<file path="src/rtl/tsq_pkg.sv">
package tsq_pkg;

    // panel geometry
    localparam int PANEL_WIDTH  = 368;
    localparam int PANEL_HEIGHT = 448;
    localparam int VIEW_WIDTH   = 448;
    localparam int VIEW_HEIGHT  = 368;

    localparam int COORD_W = 10;
    localparam int RAW_W   = 12;

    // timing policy
    localparam logic [31:0] POLL_INTERVAL_MS   = 32'd20;
    localparam logic [31:0] FAIL_BACKOFF_MS    = 32'd250;
    localparam logic [31:0] RECOVER_BACKOFF_MS = 32'd1000;
    localparam logic [31:0] HANG_WINDOW_MS     = 32'd30000;
    localparam logic [2:0]  FAILS_TO_RECOVER   = 3'd5;
    localparam logic [1:0]  RELEASE_SAMPLES    = 2'd2;
    localparam logic [7:0]  MAX_POINTS         = 8'd4;
    localparam logic [7:0]  NIBBLE_MASK        = 8'h0F;

    localparam int CFG_IDX_W  = 2;
    localparam int CFG_DATA_W = 2;

    typedef enum logic [CFG_IDX_W-1:0] {
        REG_TOUCH_ENABLED      = 2'd0,
        REG_CONTROLLER_VARIANT = 2'd1,
        REG_UI_ORIENTATION     = 2'd2
    } t_reg_idx;

    typedef enum logic [1:0] {
        ORIENT_PORTRAIT         = 2'd0,
        ORIENT_PORTRAIT_FLIP    = 2'd1,
        ORIENT_LANDSCAPE        = 2'd2,
        ORIENT_LANDSCAPE_FLIP   = 2'd3
    } t_orient;

    typedef enum logic [1:0] {
        PHASE_START = 2'd0,
        PHASE_MOVE  = 2'd1,
        PHASE_END   = 2'd2
    } t_phase;

    typedef struct packed {
        logic [31:0] now_ms;
        logic        read_ok;
        logic [7:0]  pkt_byte0;
        logic [7:0]  pkt_byte1;
        logic [7:0]  pkt_byte2;
        logic [7:0]  pkt_byte3;
        logic [7:0]  pkt_byte4;
        logic [7:0]  pkt_byte5;
    } t_in;

    typedef struct packed {
        logic               poll_taken;
        logic               event_valid;
        logic               touched;
        logic [1:0]         phase;
        logic [COORD_W-1:0] event_x;
        logic [COORD_W-1:0] event_y;
        logic               recovery_request;
    } t_out;

    typedef struct packed {
        logic               variant;
        t_orient            orient;
    } t_coord_cfg;

endpackage

</file>
<file path="src/rtl/tsq_coord.sv">
module tsq_coord (
    input  tsq_pkg::t_in                  i_item,
    input  tsq_pkg::t_coord_cfg           i_cfg,
    output logic [tsq_pkg::COORD_W-1:0]   o_x,
    output logic [tsq_pkg::COORD_W-1:0]   o_y
);
    import tsq_pkg::*;

    localparam logic [RAW_W-1:0] PW = RAW_W'(PANEL_WIDTH);
    localparam logic [RAW_W-1:0] PH = RAW_W'(PANEL_HEIGHT);
    localparam logic [RAW_W-1:0] VW = RAW_W'(VIEW_WIDTH);
    localparam logic [RAW_W-1:0] VH = RAW_W'(VIEW_HEIGHT);
    localparam logic [RAW_W-1:0] ONE = RAW_W'(1);

    function automatic logic [RAW_W-1:0] clamp_to(input logic [RAW_W-1:0] v,
                                                  input logic [RAW_W-1:0] lim);
        clamp_to = (v < lim) ? v : lim - ONE;
    endfunction

    logic [RAW_W-1:0] x_raw;
    logic [RAW_W-1:0] y_raw;
    logic [RAW_W-1:0] long_raw;
    logic [RAW_W-1:0] short_raw;
    logic [RAW_W-1:0] px;
    logic [RAW_W-1:0] py;
    logic [RAW_W-1:0] ex;
    logic [RAW_W-1:0] ey;

    // low nibble of the first byte on top of the second byte
    assign x_raw     = {i_item.pkt_byte1[3:0], i_item.pkt_byte2};
    assign y_raw     = {i_item.pkt_byte3[3:0], i_item.pkt_byte4};
    assign long_raw  = {i_item.pkt_byte2[3:0], i_item.pkt_byte3};
    assign short_raw = {i_item.pkt_byte4[3:0], i_item.pkt_byte5};

    always_comb begin
        if (i_cfg.variant) begin
            px = clamp_to(x_raw, PW);
            py = clamp_to(y_raw, PH);
        end else begin
            px = clamp_to(short_raw, PW);
            // long axis runs against physical y
            py = (long_raw >= PH) ? '0 : PH - ONE - long_raw;
        end
    end

    always_comb begin
        case (i_cfg.orient)
            ORIENT_PORTRAIT: begin
                ex = px;
                ey = py;
            end
            ORIENT_PORTRAIT_FLIP: begin
                ex = PW - ONE - px;
                ey = PH - ONE - py;
            end
            ORIENT_LANDSCAPE: begin
                ex = clamp_to(PH - ONE - py, VW);
                ey = clamp_to(px, VH);
            end
            default: begin
                ex = clamp_to(py, VW);
                ey = clamp_to(PW - ONE - px, VH);
            end
        endcase
    end

    assign o_x = ex[COORD_W-1:0];
    assign o_y = ey[COORD_W-1:0];

endmodule

</file>
<file path="src/rtl/tsq_core.sv">
module tsq_core (
    input  logic                            i_clk,
    input  logic                            i_rst_n,
    input  logic                            i_cfg_we,
    input  logic [tsq_pkg::CFG_IDX_W-1:0]   i_cfg_index,
    input  logic [tsq_pkg::CFG_DATA_W-1:0]  i_cfg_wdata,
    input  logic                            i_fire,
    input  tsq_pkg::t_in                    i_item,
    input  logic [tsq_pkg::COORD_W-1:0]     i_x,
    input  logic [tsq_pkg::COORD_W-1:0]     i_y,
    output tsq_pkg::t_coord_cfg             o_coord_cfg,
    output tsq_pkg::t_out                   o_result
);
    import tsq_pkg::*;

    logic               r_enabled;
    logic               r_variant;
    t_orient            r_orient;
    logic               r_active,        n_active;
    logic [1:0]         r_empty_cnt,     n_empty_cnt;
    logic [2:0]         r_fail_cnt,      n_fail_cnt;
    logic [31:0]        r_backoff_until, n_backoff_until;
    logic [31:0]        r_last_poll,     n_last_poll;
    logic [31:0]        r_first_fail,    n_first_fail;
    logic [COORD_W-1:0] r_held_x,        n_held_x;
    logic [COORD_W-1:0] r_held_y,        n_held_y;

    logic        gate_ok;
    logic [31:0] streak_start;
    logic [2:0]  fail_inc;
    logic [1:0]  empty_inc;
    logic [7:0]  points;
    logic        no_points;
    t_out        res;

    assign o_coord_cfg.variant = r_variant;
    assign o_coord_cfg.orient  = r_orient;

    assign gate_ok = r_enabled && !(i_item.now_ms < r_backoff_until)
                     && ((i_item.now_ms - r_last_poll) >= POLL_INTERVAL_MS);
    assign streak_start = (r_first_fail == '0) ? i_item.now_ms : r_first_fail;
    assign fail_inc     = r_fail_cnt + 3'd1;
    assign empty_inc    = r_empty_cnt + 2'd1;
    assign points       = r_variant ? (i_item.pkt_byte0 & NIBBLE_MASK) : i_item.pkt_byte1;
    assign no_points    = (points == '0) || (points > MAX_POINTS);

    always_comb begin
        n_active        = r_active;
        n_empty_cnt     = r_empty_cnt;
        n_fail_cnt      = r_fail_cnt;
        n_backoff_until = r_backoff_until;
        n_last_poll     = r_last_poll;
        n_first_fail    = r_first_fail;
        n_held_x        = r_held_x;
        n_held_y        = r_held_y;
        res             = '0;

        if (gate_ok) begin
            n_last_poll    = i_item.now_ms;
            res.poll_taken = 1'b1;
            if (!i_item.read_ok) begin
                if (r_variant) begin
                    // hang window measured from the start of the failure streak
                    n_first_fail = streak_start;
                    if ((i_item.now_ms - streak_start) >= HANG_WINDOW_MS) begin
                        res.recovery_request = 1'b1;
                        n_first_fail         = i_item.now_ms;
                    end
                    n_backoff_until = i_item.now_ms + FAIL_BACKOFF_MS;
                end else begin
                    n_fail_cnt = fail_inc;
                    if (fail_inc >= FAILS_TO_RECOVER) begin
                        res.recovery_request = 1'b1;
                        n_fail_cnt           = '0;
                        n_backoff_until      = i_item.now_ms + RECOVER_BACKOFF_MS;
                    end else begin
                        n_backoff_until = i_item.now_ms + FAIL_BACKOFF_MS;
                    end
                end
                if (res.recovery_request) begin
                    n_active    = 1'b0;
                    n_empty_cnt = '0;
                end
            end else begin
                n_fail_cnt   = '0;
                n_first_fail = '0;
                if (no_points) begin
                    if (r_active) begin
                        n_empty_cnt = empty_inc;
                        if (empty_inc >= RELEASE_SAMPLES) begin
                            n_active        = 1'b0;
                            n_empty_cnt     = '0;
                            res.event_valid = 1'b1;
                            res.phase       = PHASE_END;
                            res.event_x     = r_held_x;
                            res.event_y     = r_held_y;
                        end
                    end
                end else begin
                    n_backoff_until = '0;
                    n_empty_cnt     = '0;
                    n_active        = 1'b1;
                    n_held_x        = i_x;
                    n_held_y        = i_y;
                    res.event_valid = 1'b1;
                    res.touched     = 1'b1;
                    res.phase       = r_active ? PHASE_MOVE : PHASE_START;
                    res.event_x     = i_x;
                    res.event_y     = i_y;
                end
            end
        end
    end

    assign o_result = res;

    always_ff @(posedge i_clk) begin
        if (!i_rst_n) begin
            r_enabled       <= 1'b0;
            r_variant       <= 1'b0;
            r_orient        <= ORIENT_LANDSCAPE;
            r_active        <= 1'b0;
            r_empty_cnt     <= '0;
            r_fail_cnt      <= '0;
            r_backoff_until <= '0;
            r_last_poll     <= '0;
            r_first_fail    <= '0;
            r_held_x        <= '0;
            r_held_y        <= '0;
        end else begin
            if (i_fire) begin
                r_active        <= n_active;
                r_empty_cnt     <= n_empty_cnt;
                r_fail_cnt      <= n_fail_cnt;
                r_backoff_until <= n_backoff_until;
                r_last_poll     <= n_last_poll;
                r_first_fail    <= n_first_fail;
                r_held_x        <= n_held_x;
                r_held_y        <= n_held_y;
            end
            if (i_cfg_we) begin
                case (i_cfg_index)
                    REG_TOUCH_ENABLED:      r_enabled <= i_cfg_wdata[0];
                    REG_CONTROLLER_VARIANT: r_variant <= i_cfg_wdata[0];
                    REG_UI_ORIENTATION: begin
                        // a new orientation restarts polling, held point stays
                        if (t_orient'(i_cfg_wdata[1:0]) != r_orient) begin
                            r_orient        <= t_orient'(i_cfg_wdata[1:0]);
                            r_active        <= 1'b0;
                            r_empty_cnt     <= '0;
                            r_fail_cnt      <= '0;
                            r_backoff_until <= '0;
                            r_last_poll     <= '0;
                            r_first_fail    <= '0;
                        end
                    end
                    default: ;
                endcase
            end
        end
    end

endmodule

</file>
<file path="src/rtl/touch_sample_qualifier.sv">
// touch sample qualifier
// input channel (i_in_valid / o_in_ready / i_in_data) carries one poll opportunity:
// time in ms, read status and six packet bytes. output channel (o_out_valid /
// i_out_ready / o_out_data) returns exactly one result per opportunity: poll taken,
// optional start/move/end event with oriented coordinates, and a recovery request.
// registers are written through i_cfg_we / i_cfg_index / i_cfg_wdata; the user must do so
// only while idle, which the block does not enforce; index 0 enable, 1 controller variant,
// 2 orientation (a new value clears polling state).
// each item is held in the input register, then its result is loaded into the result register.
// throughput: one item per cycle while the receiver does not stall, set by the single
// compute step between the input register and the result register, which also updates
// the poll state. when the receiver stalls the result register holds; one more item is
// taken into the input register and then o_in_ready drops until the result is taken.
// reset clears the valid flags and all poll state, disables polling and selects landscape orientation.
module touch_sample_qualifier (
    input  logic                            i_clk,
    input  logic                            i_rst_n,
    input  logic                            i_cfg_we,
    input  logic [tsq_pkg::CFG_IDX_W-1:0]   i_cfg_index,
    input  logic [tsq_pkg::CFG_DATA_W-1:0]  i_cfg_wdata,
    input  logic                            i_in_valid,
    output logic                            o_in_ready,
    input  tsq_pkg::t_in                    i_in_data,
    output logic                            o_out_valid,
    input  logic                            i_out_ready,
    output tsq_pkg::t_out                   o_out_data
);
    import tsq_pkg::*;

    logic               r_in_valid;
    t_in                r_in;
    logic               r_out_valid;
    t_out               r_out;
    logic               advance;
    t_coord_cfg         coord_cfg;
    logic [COORD_W-1:0] cx;
    logic [COORD_W-1:0] cy;
    t_out               result;

    assign advance    = r_in_valid && (!r_out_valid || i_out_ready);
    assign o_in_ready = !r_in_valid || advance;

    tsq_coord u_coord (
        .i_item (r_in),
        .i_cfg  (coord_cfg),
        .o_x    (cx),
        .o_y    (cy)
    );

    tsq_core u_core (
        .i_clk       (i_clk),
        .i_rst_n     (i_rst_n),
        .i_cfg_we    (i_cfg_we),
        .i_cfg_index (i_cfg_index),
        .i_cfg_wdata (i_cfg_wdata),
        .i_fire      (advance),
        .i_item      (r_in),
        .i_x         (cx),
        .i_y         (cy),
        .o_coord_cfg (coord_cfg),
        .o_result    (result)
    );

    always_ff @(posedge i_clk) begin
        if (!i_rst_n) begin
            r_in_valid  <= 1'b0;
            r_out_valid <= 1'b0;
        end else begin
            if (o_in_ready) begin
                r_in_valid <= i_in_valid;
            end
            if (advance) begin
                r_out_valid <= 1'b1;
            end else if (i_out_ready) begin
                r_out_valid <= 1'b0;
            end
        end
    end

    always_ff @(posedge i_clk) begin
        if (o_in_ready && i_in_valid) begin
            r_in <= i_in_data;
        end
        if (advance) begin
            r_out <= result;
        end
    end

    assign o_out_valid = r_out_valid;
    assign o_out_data  = r_out;

endmodule
</file>
<file path="config.mk">
export PLATFORM = sky130hd
export DESIGN_NAME = touch_sample_qualifier
export DESIGN_NICKNAME = d
export VERILOG_FILES = /design/src/rtl/tsq_pkg.sv /design/src/rtl/tsq_coord.sv /design/src/rtl/tsq_core.sv /design/src/rtl/touch_sample_qualifier.sv
export SDC_FILE = /design/constraint.sdc
export NUM_CORES = 1
export LEC_CHECK = 0
export BUFFER_PORTS_ARGS = -buffer_cell sky130_fd_sc_hd__buf_4
export CELL_PAD_IN_SITES_DETAIL_PLACEMENT = 1
export CELL_PAD_IN_SITES_GLOBAL_PLACEMENT = 2
export CORE_ASPECT_RATIO = 1.25
export CORE_MARGIN = 2
export CORE_UTILIZATION = 38
export CTS_CLUSTER_SIZE = 28
export DETAILED_ROUTE_END_ITERATION = 6
export PLACE_DENSITY_LB_ADDON = 0.1
export SYNTH_ARGS = -nofsm -noshare
export SYNTH_HDL_FRONTEND = slang
export SYNTH_HIERARCHICAL = 1
export SYNTH_SLANG_ARGS = --single-unit
export TNS_END_PERCENT = 100
</file>
<file path="constraint.sdc">
create_clock -name i_clk -period 6.4 [get_ports i_clk]
set_input_delay 1.28 -clock i_clk [delete_from_list [all_inputs] [get_ports i_clk]]
set_output_delay 1.28 -clock i_clk [all_outputs]
set_load 0.01 [all_outputs]
</file>
==> out/metrics.yaml <==
hpwl_um: 40000
grt_overflow: 0
synthToLayoutAreaGrowth_pct: 13.7
yosys_warnings: 6
netlist_area_sq_mm: 0.0159
synthCells: 1804
cp-start-kind: "flop"
p_total_mw: 3.90
cts_buffers: 26
final.setup_skew_ns: 0.0167
multi_input_area_sq_mm: 0.00931
seqCellArea_sq_mm: 0.00566
drtPass1Iterations: 5
cts.sinks: 231
setup_tns_ns: 0
cp.arrival_ns: 5.95
max_freq_mhz: 183
final_cells: 2447
slowest_stage: "nor3_1"
grt_pass1_vias: 15347
slew-limit-headroom: 0.355
period_minus_slack_ns: 5.47
syn_nets: 2000
tightestPinTransition_ns: 0.964
die-area_sq_mm: 0.0436
path_cells: "nor4_1 -> buf_4 -> nand4_1 -> nor2_2 -> buf_4 -> a21oi_1 -> ha_1 -> a21oi_1 -> o21ai_0 -> or3_1 -> nor3_1 -> o21ai_0 -> and3_1 -> o211ai_1 -> o41a_1 -> buf_4 -> nand4_1 -> a21oi_1"
drv_slew: 0
post-route-util: 0.439
place.gp.congestion: 0.904
globalRouteTotalUtil: 0.246
status: "finished clean"
cts_resized: 0
timing.final.crit_share: 0.854
nets: 2071
vias_per_cell: 5.97
cts-hold-fix-buffers: 0
layout_commonest_cell: "a21oi_1"
leakagePower_nw: 6.50
path_class: "reg2reg"
coreArea_sq_mm: 0.0412
max_stage_delay_ns: 0.43
detail_route.wl_per_cell_um: 22.2
drtIter0Drc: 729
post_cts_buffers: 0
wl_um: 54300
crit_path_start: "u_core/r_first_fail[23]"
portBuffers: 113
ios: 118
clkTransAtPathRegs_ns: 0.06
rsz0062_at_grt: "no"
layout_common_cells: "a21oi_1, buf_4, dfxtp_1"
final_hold_viol_count: 0
num_rows: 83
r2r_start: "u_core/r_first_fail[23]"
htreeDepth: 1
cts-root-buf: "clkbuf_16"
crit_path_max_fanout: 29
start_util: 0.386
endpoint_kind: "flop"
grt_pass1_wl_um: 85400
required_ns: 6.88
die_h_um: 233
drc: 0
dp_cells: 2399
hold_start: "u_core/r_backoff_until[3]"
clockBufferDepth: 3
worst_hold_slack_ns: 0.465
grt_max_degree: 90
fillers: 4836
antenna_found_initial: 0
dr_total_vias: 14607
avgSynthCellArea_sq_um: 8.82
min_path_type: "reg2reg"
drv_cap: 0
cts_tree: "yes"
clk_latency_ns: 0.56
setup_viol: 0
die_w_um: 187
ir_worst_vdd_mv: 0.251
drive_above_1_share: 0.132
detail-route-antenna-nets: 0
powerDensity_mw_per_mm2: 215
num_antenna_cells: 0
## final cells by class
class / count / share of cell area
flip-flops and latches: 231 / 0.313
well taps: 552 / 0.0382
multi-input cells: 1358 / 0.515
clock inverters: 9 / 0.00567
inverters: 102 / 0.0212
clock buffers: 39 / 0.0417
repair buffers: 156 / 0.0661
## critical path: cells and delay by family, from the launching register on
kind	cells	cell delay [ns]
flip-flops	1	0.34
adder cells (fa/ha/maj)	1	0.40
buffers and inverters	3	0.95
AO/OA/AOI/OAI	7	1.53
AND/OR/NAND/NOR	7	2.14
## worst paths after layout
path | end | slack (ns) | cells after the start
setup / recovery | u_core/r_first_fail[29] | 0.93 | 18
hold / removal | u_core/r_backoff_until[3] | 0.46 | 1
setup reg to reg | u_core/r_first_fail[29] | 0.93 | 18
hold reg to reg | u_core/r_backoff_until[3] | 0.46 | 1
## power by group
group,internal [mW],total [mW],switching [mW],leakage (nW)
Combinational,0.278,0.743,0.466,4.05
Clock,0.894,1.53,0.631,0.415
Sequential,1.58,1.63,0.0442,2.03
## registers in the layout (all words and copies together) (netlist names), 3 cells and up
name	flops
u_core/r_backoff_until	32
u_core/r_last_poll	32
u_core/r_held_x	10
u_core/r_held_y	10
o_out_data	26
u_core/r_fail_cnt	3
r_in	77
u_core/r_first_fail	32
## stage by stage
stage,setup WS [ns],instance area [sq um]
floorplan,0.793,15900
global placement,1.00,17200
detailed placement,0.943,17200
CTS,0.914,18100
global route,0.472,18100
finish,0.934,18100
## metal layers
metal | vias to the layer above | track usage | part of all wire
met1 | 7303 | 0.275 | 0.41
li1 | 6971 | - | -
met5 | - | 0 | 0
met3 | 101 | 0.0207 | 0.021
met4 | 0 | 0.0995 | 0.039
met2 | 232 | 0.477 | 0.53
No activity file was read; power rests on OpenSTA's default activity.
